==> src/hw/rtl/sorted_priority_queue_unit_defines.svh <==
// ----------------------------------------------------------------------------
// Assertion macros for the sorted priority queue unit
// Define NO_ASSERTIONS to compile every check away.
// ----------------------------------------------------------------------------
`ifndef SORTED_PRIORITY_QUEUE_UNIT_DEFINES_SVH
`define SORTED_PRIORITY_QUEUE_UNIT_DEFINES_SVH
`ifndef NO_ASSERTIONS
`define SPQ_ASSERT(label, clk, rst_n, prop) \
  label: assert property (@(posedge clk) disable iff (!rst_n) prop) \
    else $error("assertion failed: label");
`define SPQ_ASSERT_NORST(label, clk, prop) \
  label: assert property (@(posedge clk) prop) else $error("assertion failed: label");
`else
`define SPQ_ASSERT(label, clk, rst_n, prop)
`define SPQ_ASSERT_NORST(label, clk, prop)
`endif
`endif

==> src/hw/rtl/spq_pkg.sv <==
// ----------------------------------------------------------------------------
// spq_pkg
// Shared types and constants of the sorted priority queue unit.
// ----------------------------------------------------------------------------
package spq_pkg;

  localparam int unsigned DefaultDepth = 16;
  localparam int unsigned CountW       = 5;
  localparam int unsigned FqDepth      = 2;

  typedef enum logic [1:0] {
    REQ_PUSH      = 2'd0,
    REQ_POP_HEAD  = 2'd1,
    REQ_POP_EXACT = 2'd2,
    REQ_POP_GE    = 2'd3
  } req_e;

  typedef struct packed {
    logic [1:0] req_type;
    logic [7:0] priority_key;
    logic [7:0] item_message;
  } req_t;

  typedef struct packed {
    logic                done_res;
    logic                full_reject;
    logic [7:0]          out_message;
    logic [7:0]          out_priority;
    logic [CountW-1:0]   entry_count;
  } rsp_t;

  // Classified command handed from the front to the back.
  typedef struct packed {
    logic       is_push;
    logic       is_head;
    logic       exact;
    logic [7:0] key;
    logic [7:0] msg;
  } cmd_t;

endpackage

==> src/hw/rtl/spq_if.sv <==
// ----------------------------------------------------------------------------
// spq_req_if / spq_rsp_if
// Valid/ready channels carrying requests and results.
// ----------------------------------------------------------------------------
interface spq_req_if;
  logic            valid;
  logic            ready;
  spq_pkg::req_t   payload;
  modport source (output valid, output payload, input ready);
  modport sink   (input valid, input payload, output ready);
endinterface

interface spq_rsp_if;
  logic            valid;
  logic            ready;
  spq_pkg::rsp_t   payload;
  modport source (output valid, output payload, input ready);
  modport sink   (input valid, input payload, output ready);
endinterface

==> src/hw/rtl/spq_front.sv <==
// ----------------------------------------------------------------------------
// spq_front
// Decode requests and queue them in a short command FIFO.
// ----------------------------------------------------------------------------
module spq_front (
  input  logic               clk_i,
  input  logic               rst_ni,
  input  logic               in_valid_i,
  output logic               in_ready_o,
  input  spq_pkg::req_t      in_req_i,
  output logic               cmd_valid_o,
  input  logic               cmd_ready_i,
  output spq_pkg::cmd_t      cmd_o
);

  spq_pkg::cmd_t fifo_q [spq_pkg::FqDepth];
  logic          wr_ptr_q, wr_ptr_d, rd_ptr_q, rd_ptr_d;
  logic [1:0]    cnt_q, cnt_d;
  logic          push, pop;
  spq_pkg::cmd_t dec;

  always_comb begin
    dec.is_push = 1'b0;
    dec.is_head = 1'b0;
    dec.exact   = 1'b0;
    dec.key     = in_req_i.priority_key;
    dec.msg     = in_req_i.item_message;
    unique case (spq_pkg::req_e'(in_req_i.req_type))
      spq_pkg::REQ_PUSH:      dec.is_push = 1'b1;
      spq_pkg::REQ_POP_HEAD:  dec.is_head = 1'b1;
      spq_pkg::REQ_POP_EXACT: dec.exact   = 1'b1;
      default:                dec.exact   = 1'b0;
    endcase
  end

  assign in_ready_o  = (cnt_q != 2'(spq_pkg::FqDepth));
  assign cmd_valid_o = (cnt_q != 2'd0);
  assign cmd_o       = fifo_q[rd_ptr_q];
  assign push        = in_valid_i && in_ready_o;
  assign pop         = cmd_valid_o && cmd_ready_i;

  always_comb begin
    wr_ptr_d = push ? ~wr_ptr_q : wr_ptr_q;
    rd_ptr_d = pop  ? ~rd_ptr_q : rd_ptr_q;
    cnt_d    = cnt_q + 2'(push) - 2'(pop);
  end

  always_ff @(posedge clk_i or negedge rst_ni) begin
    if (!rst_ni) begin
      wr_ptr_q <= 1'b0;
      rd_ptr_q <= 1'b0;
      cnt_q    <= 2'd0;
    end else begin
      wr_ptr_q <= wr_ptr_d;
      rd_ptr_q <= rd_ptr_d;
      cnt_q    <= cnt_d;
    end
  end

  always_ff @(posedge clk_i) begin
    if (push) begin
      fifo_q[wr_ptr_q] <= dec;
    end
  end

endmodule

==> src/hw/rtl/spq_back.sv <==
// ----------------------------------------------------------------------------
// spq_back
// Sorted row of entry cells; one command per cycle while the result is taken, registered result.
// ----------------------------------------------------------------------------
`include "sorted_priority_queue_unit_defines.svh"

module spq_back #(
  parameter int unsigned Depth = spq_pkg::DefaultDepth
) (
  input  logic               clk_i,
  input  logic               rst_ni,
  input  logic               cmd_valid_i,
  output logic               cmd_ready_o,
  input  spq_pkg::cmd_t      cmd_i,
  output logic               rsp_valid_o,
  input  logic               rsp_ready_i,
  output spq_pkg::rsp_t      rsp_o
);

  localparam int unsigned FillW = $clog2(Depth + 1);

  logic [15:0]      cell_q [Depth];
  logic [15:0]      cell_d [Depth];
  logic [FillW-1:0] fill_q, fill_d;
  logic [Depth-1:0] valid, ge, gt, sel, ins_bef, rem_bef;
  logic             hit, full, go;
  logic [15:0]      hit_word;
  logic             rsp_valid_q;
  spq_pkg::rsp_t    rsp_q, rsp_d;

  assign cmd_ready_o = !rsp_valid_q || rsp_ready_i;
  assign go          = cmd_valid_i && cmd_ready_o;
  assign full        = (fill_q == FillW'(Depth));

  // Per-cell compare; first-match found by a prefix over the cell flags.
  always_comb begin
    for (int i = 0; i < Depth; i++) begin
      valid[i] = (FillW'(i) < fill_q);
      ge[i]    = valid[i] && (cell_q[i][15:8] >= cmd_i.key);
      gt[i]    = valid[i] && (cell_q[i][15:8] >  cmd_i.key);
    end
    // Cell i lies at/after the insert point if it or any earlier cell is > key.
    ins_bef[0] = gt[0];
    rem_bef[0] = cmd_i.is_head ? valid[0] : ge[0];
    for (int i = 1; i < Depth; i++) begin
      ins_bef[i] = ins_bef[i-1] || gt[i];
      rem_bef[i] = rem_bef[i-1] || (cmd_i.is_head ? 1'b0 : ge[i]);
    end
    sel[0] = rem_bef[0];
    for (int i = 1; i < Depth; i++) begin
      sel[i] = rem_bef[i] && !rem_bef[i-1];
    end
    hit_word = '0;
    for (int i = 0; i < Depth; i++) begin
      if (sel[i]) hit_word = cell_q[i];
    end
    hit = |sel && (!cmd_i.exact || hit_word[15:8] == cmd_i.key);
  end

  always_comb begin
    fill_d = fill_q;
    for (int i = 0; i < Depth; i++) cell_d[i] = cell_q[i];
    rsp_d = '0;
    if (cmd_i.is_push) begin
      if (full) begin
        rsp_d.full_reject = 1'b1;
      end else begin
        // Shift cells at/after the insert point up by one; load the gap.
        for (int i = 0; i < Depth; i++) begin
          if (ins_bef[i] || !valid[i]) begin
            if (i == 0) begin
              cell_d[i] = {cmd_i.key, cmd_i.msg};
            end else if (ins_bef[i-1] || (!valid[i-1])) begin
              cell_d[i] = cell_q[i-1];
            end else begin
              cell_d[i] = {cmd_i.key, cmd_i.msg};
            end
          end
        end
        fill_d = fill_q + FillW'(1);
        rsp_d.done_res = 1'b1;
      end
    end else if (hit) begin
      // Close the gap: cells at/after the removed one take their successor.
      for (int i = 0; i + 1 < Depth; i++) begin
        if (rem_bef[i]) cell_d[i] = cell_q[i+1];
      end
      fill_d = fill_q - FillW'(1);
      rsp_d.done_res     = 1'b1;
      rsp_d.out_message  = hit_word[7:0];
      rsp_d.out_priority = hit_word[15:8];
    end
    rsp_d.entry_count = spq_pkg::CountW'(fill_d);
  end

  always_ff @(posedge clk_i or negedge rst_ni) begin
    if (!rst_ni) begin
      fill_q      <= '0;
      rsp_valid_q <= 1'b0;
    end else begin
      if (go) fill_q <= fill_d;
      if (go) rsp_valid_q <= 1'b1;
      else if (rsp_ready_i) rsp_valid_q <= 1'b0;
    end
  end

  always_ff @(posedge clk_i) begin
    if (go) begin
      rsp_q <= rsp_d;
      for (int i = 0; i < Depth; i++) cell_q[i] <= cell_d[i];
    end
  end

  assign rsp_valid_o = rsp_valid_q;
  assign rsp_o       = rsp_q;

  `SPQ_ASSERT(a_fill_le_depth, clk_i, rst_ni, fill_q <= FillW'(Depth))
  `SPQ_ASSERT(a_fill_step, clk_i, rst_ni,
    go |=> (fill_q == $past(fill_q) || fill_q == $past(fill_q) + FillW'(1) ||
            fill_q == $past(fill_q) - FillW'(1)))
  `SPQ_ASSERT(a_hold_no_go, clk_i, rst_ni, !go |=> $stable(fill_q))
  `SPQ_ASSERT(a_sel_onehot, clk_i, rst_ni, cmd_valid_i |-> $onehot0(sel))
  `SPQ_ASSERT(a_stall_hold, clk_i, rst_ni, rsp_valid_q && !rsp_ready_i |=> $stable(rsp_q))

endmodule

==> src/hw/rtl/sorted_priority_queue_unit.sv <==
// ----------------------------------------------------------------------------
// sorted_priority_queue_unit
// Bounded priority queue kept sorted by priority, with push and three pops.
// ----------------------------------------------------------------------------
// Usage:
//   req  channel: one beat per request (req_type, priority_key, item_message).
//   rsp  channel: one beat per request, in order (done_res, full_reject,
//                 out_message, out_priority, entry_count).
//   A front stage decodes requests into a two-entry command FIFO; the back
//   stage holds the entries in a row of cells that compare against the key
//   in parallel and shift up or down by one.
//   Path: request beat, command FIFO entry, result register, result beat.
//   Throughput: one request per cycle while the receiver takes results.
//   Reset: the queue is emptied (fill count zero), both channels go idle;
//   cell contents are not cleared and are never read before written.
//   Receiver stall: the result register holds, the back stops taking
//   commands, the FIFO fills, then req.ready drops.
// ----------------------------------------------------------------------------
module sorted_priority_queue_unit #(
  parameter int unsigned QUEUE_DEPTH = spq_pkg::DefaultDepth
) (
  input  logic   clk_i,
  input  logic   rst_ni,
  spq_req_if.sink   req,
  spq_rsp_if.source rsp
);

  logic          cmd_valid, cmd_ready;
  spq_pkg::cmd_t cmd;

  // Accept and classify.
  spq_front u_front (
    .clk_i      (clk_i),
    .rst_ni     (rst_ni),
    .in_valid_i (req.valid),
    .in_ready_o (req.ready),
    .in_req_i   (req.payload),
    .cmd_valid_o(cmd_valid),
    .cmd_ready_i(cmd_ready),
    .cmd_o      (cmd)
  );

  // Execute against the sorted cell row.
  spq_back #(.Depth(QUEUE_DEPTH)) u_back (
    .clk_i      (clk_i),
    .rst_ni     (rst_ni),
    .cmd_valid_i(cmd_valid),
    .cmd_ready_o(cmd_ready),
    .cmd_i      (cmd),
    .rsp_valid_o(rsp.valid),
    .rsp_ready_i(rsp.ready),
    .rsp_o      (rsp.payload)
  );

endmodule

==> src/flat_wrapper.sv <==
// flat-port wrapper written by rule: the top's interface ports become plain ports
module sorted_priority_queue_unit_flat 
#(
  parameter int unsigned QUEUE_DEPTH = spq_pkg::DefaultDepth
)
  (clk_i, rst_ni, req_valid, req_payload, req_ready, rsp_valid, rsp_payload, rsp_ready);
  spq_req_if req_i ();
  spq_rsp_if rsp_i ();
  input  logic clk_i;
  input  logic rst_ni;
  input wire logic [$bits(req_i.valid)-1:0] req_valid;
  input wire logic [$bits(req_i.payload)-1:0] req_payload;
  output wire logic [$bits(req_i.ready)-1:0] req_ready;
  output wire logic [$bits(rsp_i.valid)-1:0] rsp_valid;
  output wire logic [$bits(rsp_i.payload)-1:0] rsp_payload;
  input wire logic [$bits(rsp_i.ready)-1:0] rsp_ready;
  assign req_i.valid = req_valid;
  assign req_i.payload = req_payload;
  assign req_ready = req_i.ready;
  assign rsp_valid = rsp_i.valid;
  assign rsp_payload = rsp_i.payload;
  assign rsp_i.ready = rsp_ready;
  sorted_priority_queue_unit #(.QUEUE_DEPTH(QUEUE_DEPTH)) u_core (.clk_i(clk_i), .rst_ni(rst_ni), .req(req_i), .rsp(rsp_i));
endmodule
==> config.mk <==
export PLATFORM = sky130hd
export DESIGN_NAME = sorted_priority_queue_unit_flat
export DESIGN_NICKNAME = d
export VERILOG_FILES = /design/src/hw/rtl/spq_pkg.sv /design/src/hw/rtl/spq_if.sv /design/src/hw/rtl/spq_front.sv /design/src/hw/rtl/spq_back.sv /design/src/hw/rtl/sorted_priority_queue_unit.sv /design/src/flat_wrapper.sv
export VERILOG_INCLUDE_DIRS = /design/src /design/src/hw/rtl
export SDC_FILE = /design/constraint.sdc
export NUM_CORES = 1
export LEC_CHECK = 0
export ABC_AREA = 0
export BUFFER_PORTS_ARGS = -buffer_cell sky130_fd_sc_hd__buf_4
export CORE_ASPECT_RATIO = 1.1
export CORE_MARGIN = 1.5
export CORE_UTILIZATION = 25
export DETAILED_ROUTE_END_ITERATION = 10
export HOLD_SLACK_MARGIN = 0.12
export PLACE_DENSITY = 0.37
export SKIP_CTS_REPAIR_TIMING = 1
export SLEW_MARGIN = 25
export SYNTH_ARGS = -nofsm -noshare
export SYNTH_HDL_FRONTEND = slang
export SYNTH_SLANG_ARGS = --single-unit
==> constraint.sdc <==
create_clock -name clk_i -period 10.5 [get_ports clk_i]
set_clock_uncertainty 0.1 [all_clocks]
set_input_delay 2.1 -clock clk_i [delete_from_list [all_inputs] [get_ports clk_i]]
set_output_delay 2.1 -clock clk_i [all_outputs]
set_load 0.005 [all_outputs]
Yosys cells after proc, flatten, opt, wreduce, memory -nomap -nowiden

Memories as Yosys holds them, arrays and structs flattened.
Cells that the tools add are included.

Add/sub/neg operators: 4
Magnitude comparators: 48
Eq/ne operators: 5
Muxes and demuxes: 98
Bitwise gates (word level): 3
Reduce and logical (&&, ||, !) cells: 136

Operator list:

| operator                                                               | count |
|---|---|
| 16-bit 2-to-1 mux                                                      | 63 |
| 240-bit 2-to-1 mux                                                     | 2 |
| 256-bit 2-to-1 mux                                                     | 1 |
| 8-bit >= comparator                                                    | 16 |
| 8-bit > comparator                                                     | 16 |
| 1-bit logical AND                                                      | 50 |
| 1-bit logical OR                                                       | 48 |
| 4-bit by 5-bit < comparator with 1-bit output (first input constant)   | 8 |
| 1-bit zero test                                                        | 33 |
| 1-bit 2-to-1 mux                                                       | 29 |
| 3-bit by 5-bit < comparator with 1-bit output (first input constant)   | 4 |
| 16-bit OR reduction                                                    | 1 |
| 5-bit 2-to-1 mux                                                       | 3 |
| 1-bit by 5-bit < comparator with 1-bit output (first input constant)   | 2 |
| 2-bit by 5-bit < comparator with 1-bit output (first input constant)   | 2 |
| 8-bit equality test                                                    | 1 |
| 5-bit by 1-bit adder with 5-bit output (second input constant)         | 1 |
| 5-bit equality test (second input constant)                            | 1 |
| 5-bit by 1-bit subtractor with 5-bit output (second input constant)    | 1 |
| 2-bit nonzero test                                                     | 2 |
| 1-bit NOT                                                              | 3 |
| 2-bit by 1-bit adder with 2-bit output                                 | 1 |
| 2-bit by 1-bit equality test with 1-bit output (second input constant) | 1 |
| 2-bit equality test (second input constant)                            | 1 |
| other kinds (4)                                                        | 4 |

Bits in registers: 33
Bits in writable memories: 294
Input port bits: 22
Output and inout port bits: 25
Logic and storage cells: 306
Memories: 2

Memory list:

| name                  | words | bits a word | read ports | clocked after Yosys merged registers in | write ports | RTL line        | text |
|---|---|---|---|---|---|---|---|
| u_core.u_back.cell_q  | 16    | 16          | 16         | 0                                       | 16          | spq_back.sv:22  | `logic [15:0] cell_q [Depth];` |
| u_core.u_front.fifo_q | 2     | 19          | 1          | 0                                       | 1           | spq_front.sv:16 | `spq_pkg::cmd_t fifo_q [spq_pkg::FqDepth];` |

Depth between registers and ports, before layout

Gate-level depths: netlist (run 1).
An unclocked memory read counts as a cell.

Word-level depth: 26
Gate-level depth with buffers: 24
Mapped depth without buffers: 17

Modules after synthesis

From an unflattened synthesis (run 1), not the netlist that was laid out.

Cell total of the unflattened synthesis: 2164
Area, all modules: 22390.2 µm²

Modules (own cells, without submodules):

| module    | times used | cells an instance | area each (µm²) | sequential area each (µm²) |
|---|---|---|---|---|
| spq_back  | 1          | 2080              | 20774.9         | 8528.2 |
| spq_front | 1          | 84                | 1615.3          | 1241.2 |

Least setup slack after synthesis (run 1)

No wires, ideal clock.

Path type: register to register
Start: register u_core.u_front.rd_ptr_q (netlist name)
End: memory u_core.u_back.cell_q[14][4] (netlist: u_core.u_back.cell_q[1][100]), enable pin
Library setup time: 0.419 ns
Data arrival time: 6.922 ns
Slack: 3.059 ns
Stages on the path, launching flop included: 24
Path buffers: 6
Period minus slack after synthesis: 7.441 ns
Cell sequence: dfrtp_1 -> buf_6 -> clkbuf_1 -> mux2_2 -> clkinv_1 -> clkbuf_1 -> ha_1 -> nor2b_1 -> o211ai_1 -> a21oi_1 -> o31a_1 -> buf_6 -> or4_4 -> buf_6 -> or2_1 -> buf_6 -> nor2_4 -> a21oi_1 -> a31o_1 -> a221o_1 -> nor4_2 -> o21ai_1 -> a21o_1 -> a311oi_1

RTL lines:

| item             | RTL line |
|---|---|
| end: declaration | spq_back.sv:22 |

==> results of run 1 <==
==> layout by cell type (no fill, tap or decap), types with 8 or more instances in the layout <==
cell,n
a211oi_1,10
a211oi_2,11
a21o_1,11
a21oi_1,132
a221o_1,8
a221oi_1,28
a222oi_1,8
a22o_1,16
a22oi_1,22
a31oi_1,9
and2_1,9
and3_1,13
buf_4,116
clkbuf_1,9
clkbuf_16,43
clkinv_1,9
clkinv_2,9
dfrtp_1,10
edfxtp_1,317
ha_1,133
inv_1,48
mux2_2,26
mux2i_1,143
nand2_1,335
nand2b_1,26
nand3_1,39
nand4_1,33
nor2_1,164
nor3_1,26
o211ai_1,18
o21ai_0,315
o221ai_1,10
o22ai_1,41
or3_1,8
==> worst reg2reg max path: stages, from the launching register on <==
cell,delay [ns]
dfrtp_1,0.89
mux2_2,0.48
inv_1,0.49
ha_1,0.39
and4_1,0.23
a2111o_1,0.40
o211ai_1,0.70
nand3_1,0.44
or3_1,0.54
or2_1,0.43
nor2_4,0.44
a21oi_1,0.11
a31o_1,0.26
a221o_1,0.33
nor4_2,0.43
o21ai_2,0.10
a21o_1,0.19
buf_4,0.25
a211oi_2,0.64
buf_4,0.31
==> state kept, by name, indices dropped and copies added, names as in the netlist <==
signal,cells
u_core.u_back.rsp_o,23
u_core.u_front.wr_ptr_q,1
u_core.u_front.fifo_q,38
u_core.u_back.cell_q,256
u_core.u_front.rd_ptr_q,1
u_core.u_front.cnt_q,2
u_core.u_back.fill_q,5
u_core.u_back.rsp_valid_o,1
==> layer usage <==
layer,GRT usage [%],part of all wire [%],up-vias
li1,-,-,8676
met1,27.3,45,9310
met2,32.4,46,653
met3,2.59,5.0,159
met4,8.12,4.0,0
met5,0,0,-
==> per-stage QoR <==
step | std cells | cell area (µm²) | setup WS (ns) | hold slack, ns | utilization [%]
CTS | 3469 | 24900 | 1.95 | 0.410 | 28.8
finish | 3469 | 24900 | 2.03 | 0.402 | 28.8
floorplan | 2276 | 21800 | 3.06 | 0.360 | -
global placement | 3394 | 23600 | 2.28 | 0.387 | 27.4
detailed placement | 3394 | 23600 | 1.96 | 0.399 | 27.4
global route | 3469 | 24900 | 1.44 | 0.431 | 28.8
==> final cells by class <==
class,count,share of cell area [%]
Sequential cell,327,39.2
Tap cell,1150,5.78
Inverter,50,0.754
Clock buffer,52,4.46
Multi-Input combinational cell,1750,45.6
Clock inverter,23,0.633
Timing Repair Buffer,117,3.58
==> logic make-up after synthesis <==
logic type	synth area share [%]
xor gates and xnor gates	0.401
adders and majority gates	7.62
and+or+nand+nor	14.6
buffers and inverters	3.66
muxes	8.05
DFF	44.8
AOI/OAI and AO/OA	20.9
==> final timing paths <==
kind	startpoint	end	slack (ns)	cells past startpoint
min in group asynchronous	rst_ni	u_core.u_back.fill_q[3]	1.23	1
max in group asynchronous	rst_ni	u_core.u_back.fill_q[2]	8.90	1
worst max register to register	u_core.u_front.rd_ptr_q	u_core.u_back.cell_q[0][55]	2.03	19
worst max-delay path	u_core.u_front.rd_ptr_q	u_core.u_back.cell_q[0][55]	2.03	19
worst min register to register	u_core.u_back.rsp_valid_o	u_core.u_back.rsp_valid_o	0.40	2
worst min-delay path	u_core.u_back.rsp_valid_o	u_core.u_back.rsp_valid_o	0.40	2
==> impl_results.md, run 1 <==
- Synth area leaders: edfxtp_1, ha_1, o21ai_0, mux2i_1, nand2_1
- Die area: 0.0891 mm²
- Peak fanout along the critical path: 16
- Setup TNS: 0 ns
- # fillers: 9039
- Crit-path cells: mux2_2 -> inv_1 -> ha_1 -> and4_1 -> a2111o_1 -> o211ai_1 -> nand3_1 -> or3_1 -> or2_1 -> nor2_4 -> a21oi_1 -> a31o_1 -> a221o_1 -> nor4_2 -> o21ai_2 -> a21o_1 -> buf_4 -> a211oi_2 -> buf_4
- Post-Syn Area per Cell: 9.59 µm²
- Top Family by Delay on Critical Path: compound AO/OA/AOI/OAI gates
- Antenna viol nets, final: 0
- Final wirelength: 91800 µm
- Antenna fix cells: 0
- Die H: 313 µm
- Slew Limit Headroom: 25.8%
- FP Rows: 113
- Final count of negative-setup-slack endpoints: 0
- Share of the synthesized area in the top cell type: 43.6%
- Routability congestion estimate: 0.920
- Reg area: 0.00977 mm²
- Pin count of the biggest net entering global routing: 194
- DR DRC count: 0
- Deepest clock path buffer count: 3
- All-Layer GR Usage: 20.1%
- Post-synth top cells: nand2_1, edfxtp_1, o21ai_0
- Initial antenna violation count: 0
- Cell area after synthesis: 0.0218 mm²
- Yosys cell types: 90
- Initial Util: 25.3%
- Layout cells sized above 1: 11.1%
- Average wire per standard cell: 26.5 µm
- Post-synth EDFFs: 317
- Via count: 18798
- Clk root buf: clkbuf_16
- Slew at the pin closest to its max-slew limit: 1.11 ns
- Outcome: completed
- Latest clock arrival within the worst-skew pair: 0.60 ns
- DR pass1 iterations: 6
- Crit. End Element: flop
- Initial drt markers: 1769
- Cell mode on critical path: buf_4
- Mapped Nets: 2431
- Arrival @ worst endpoint: 8.66 ns
- Final Max Tran Viols: 0
- Final hold viol count: 0
- Top_reg_cell synth: edfxtp_1
- Detailed Place HPWL: 66300 µm
- Worst Hold Class: reg -> reg
- Drt via density: 5.42
- CTS tree: built
- Final nets: 2444
- Setup crit start kind: flop
- Post-route clock period utilization: 80.7%
- Crit path largest cell delay: 0.89 ns
- RSZ-0062 raised after global routing: no
- Clock Sinks: 327
- Max-cap violations: 0
- Buffers & Inverters on Critical Path: 3
- P&R area growth vs syn: 14.1%
- Io pins: 47
- First-pass GRT wire length: 132000 µm
- Most frequent cell after synthesis: nand2_1
- Required time of the critical path: 10.69 ns
- Total gr overflow: 0
- DIE WIDTH: 285 µm
- FFs w/ async S/R, synth: 3.06%
- Buffers on Ports: 46
- H-tree levels: 2
- Synth Warn #: 0
- Minimum clock period: 8.47 ns
- Post-Syn Instances: 2276
- F_max: 0.118 GHz
- Slowest CP cell: dfrtp_1
- Critical path type: reg -> reg
- Core area: 0.0864 mm²
- Cts bufs inserted: 43
- FF+latch count, synth: 327
- Multi-input logic area: 0.0113 mm²
- Clk slew on worst S/H paths: 0.06 ns
- Area leader, netlist: edfxtp_1
- Vias in the first global route: 18337
- Register area share after synthesis: 44.8%
Power of run 1 is not shown: default switching activity piles up to over one toggle a cycle in this logic, so the estimate is an artifact.
==> run 2: changes to the inputs <==
- PLACE_DENSITY: 0.37 -> 0.38
- clock period: 10.5 -> 7.72 ns (I/O delays scaled with it)
==> run 2 against run 1 <==
  * Maximum frequency up 16%
  * Global-route usage is 0.30 points higher
  * Worst hold slack improved by 0.0056 ns
  * Via count rose by 0.66%
  * Final cell count is 1.4% higher
  * Final area grew 1.9%
  * Highest routed layer unchanged
  * Setup slack lost 1.6 ns
==> impl_results.md, run 2 (synthesized netlist as in run 1, its figures left out) <==
- Outcome: completed
- DIE WIDTH: 285 µm (unchanged)
- Routability congestion estimate: 0.985 (+7.0%)
- Buffers on Ports: 46 (unchanged)
- Post-layout util: 29.4% (+0.54 points)
- R2R depth: 22 (+3)
- Crit. End Element: flop
- Via count: 18922 (+0.66%)
- Reg2reg end: u_core.u_back.cell_q[0][22]
- Average wire per standard cell: 26.4 µm (-0.38%)
- Critical Path Start: u_core.u_front.rd_ptr_q
- Reg area: 0.00977 mm² (unchanged)
- Final count of negative-setup-slack endpoints: 0 (unchanged)
- Clk slew on worst S/H paths: 0.07 ns (about the same)
- Antenna fix cells: 0 (unchanged)
- Final wirelength: 92700 µm (+0.97%)
- Final nets: 2489 (+1.8%)
- Total gr overflow: 0 (unchanged)
- Minimum clock period: 7.29 ns (-1.18 ns)
- Number of flip-flops in the largest register: 256 (unchanged)
- Worst reg2reg setup slack: 0.43 ns (-1.60 ns)
- Reg-to-Reg Start: u_core.u_front.rd_ptr_q
- Vias in the first global route: 18524 (+1.0%)
- CTS tree: built
- H-tree levels: 2 (unchanged)
- # fillers: 9080 (+0.45%)
- All-Layer GR Usage: 20.4% (+0.30 points)
- Worst Hold Class: reg -> reg
- Setup crit start kind: flop
- Final hold viol count: 0 (unchanged)
- Cell mode on critical path: buf_4
- Slew at the pin closest to its max-slew limit: 1.09 ns (-0.0232 ns)
- Peak fanout along the critical path: 24 (+8)
- Commonest non-fill, non-tap cell in the layout: nand2_1
- Arrival @ worst endpoint: 7.44 ns (-1.22 ns)
- F_max: 0.137 GHz (+16%)
- Multi-input logic area: 0.0113 mm² (unchanged)
- Hold slack final: 0.408 ns (+0.00562 ns)
- Layout cells sized above 1: 12.8% (+1.8 points)
- Crit path largest cell delay: 0.62 ns (-0.27 ns)
- Latest clock arrival within the worst-skew pair: 0.60 ns (about the same)
- Slew Limit Headroom: 27.3% (+1.5 points)
- P&R area growth vs syn: 16.2%
- Pin count of the biggest net entering global routing: 161 (-17%)
- Initial drt markers: 1898 (+7.3%)
- Drt via density: 5.38 (-0.69%)
- Setup TNS: 0 ns (unchanged)
- Final Max Tran Viols: 0 (unchanged)
- DR DRC count: 0 (unchanged)
- Slowest CP cell: or4_1
- Required time of the critical path: 7.87 ns (-2.82 ns)
- Die H: 313 µm (unchanged)
- Critical path type: reg -> reg
- Max-cap violations: 0 (unchanged)
- Deepest clock path buffer count: 3 (unchanged)
- Crit-path cells: buf_4 -> mux2_2 -> inv_1 -> buf_12 -> ha_1 -> a21oi_1 -> o21ai_0 -> o31a_1 -> buf_4 -> nor4_4 -> a221oi_1 -> or4_1 -> a22oi_1 -> o21ai_0 -> o2bb2ai_1 -> nor4_2 -> buf_4 -> o21ai_2 -> a21o_1 -> buf_4 -> a311oi_2 -> buf_4
- Core area: 0.0864 mm² (unchanged)
- First-pass GRT wire length: 135000 µm (+1.9%)
- Post-route clock period utilization: 94.4% (+14 points)
- Cts bufs inserted: 41 (-4.7%)
- FP Rows: 113 (unchanged)
- Commonest non-fill, non-tap cells in the layout: nand2_1, edfxtp_1, o21ai_0
- Initial antenna violation count: 1 (+1)
- Io pins: 47 (unchanged)
- CP Capture Point: u_core.u_back.cell_q[0][22]
- Detailed Place HPWL: 68600 µm (+3.5%)
- Antenna viol nets, final: 0 (unchanged)
- Clock Sinks: 327 (unchanged)
- Reg with most FFs: u_core.u_back.cell_q
- RSZ-0062 raised after global routing: no
- Clk root buf: clkbuf_16
- DR pass1 iterations: 7 (+1)
- Die area: 0.0891 mm² (unchanged)
- Initial Util: 25.3% (unchanged)
-- run 2: changes by cell type in the layout (fill, tap and decap cells not counted), moves of 2 or more --
| cell | previous run | this run |
|---|---|---|
| buf_4 | 116 | 160 |
| clkbuf_8 | 0 | 2 |
| clkbuf_16 | 43 | 41 |
| clkinv_2 | 9 | 5 |
| clkbuf_1 | 9 | 11 |
| bufinv_16 | 1 | 3 |
| buf_12 | 1 | 3 |
-- run 2: worst min-delay path by stage --
stage                                         start                         to  depth (start not counted)
final                       u_core.u_front.cnt_q[0]  u_core.u_back.rsp_valid_o                          2
after global routing        u_core.u_front.wr_ptr_q    u_core.u_front.wr_ptr_q                          1
after CTS                   u_core.u_front.cnt_q[0]  u_core.u_back.rsp_valid_o                          2
after detailed placement    u_core.u_front.wr_ptr_q    u_core.u_front.wr_ptr_q                          1
after global placement    u_core.u_back.rsp_valid_o  u_core.u_back.rsp_valid_o                          2
after floorplan             u_core.u_front.wr_ptr_q    u_core.u_front.wr_ptr_q                          1
-- run 2: routing by layer --
metal	routed length, µm	vias up	track usage [%]
li1	-	8750	-
met1	42100	9400	28.0
met2	43200	632	33.3
met3	4270	140	2.34
met4	3060	0	6.94
met5	0	-	0
-- run 2: final cells by class --
class                      count  area share, %
clock buffer                  54           4.32
clock inverter                21          0.932
inverter                      50          0.764
multi-input combinational   1750           44.7
sequential                   327           38.5
tap                         1150           5.67
timing repair buffer         164           5.08
-- run 2: worst max-delay path: cells and delay by family, from the launching register on --
family	cells	cell delay [ns]
AOI/OAI and AO/OA	10	2.27
adders and majority gates	1	0.29
DFF	1	0.48
buffers and inverters	7	1.90
and+or+nand+nor	3	1.39
muxes	1	0.42
-- run 2: through the flow --
stage                     worst slack, ns  cells  instance area, µm²
final                               0.431   3516               25400
after global routing                0.103   3516               25400
after CTS                           0.291   3510               25300
after detailed placement            0.340   3435               24000
after global placement              0.471   3435               23900
after floorplan                     0.279   2276               21800
Power of run 2 is left out for the same reason.
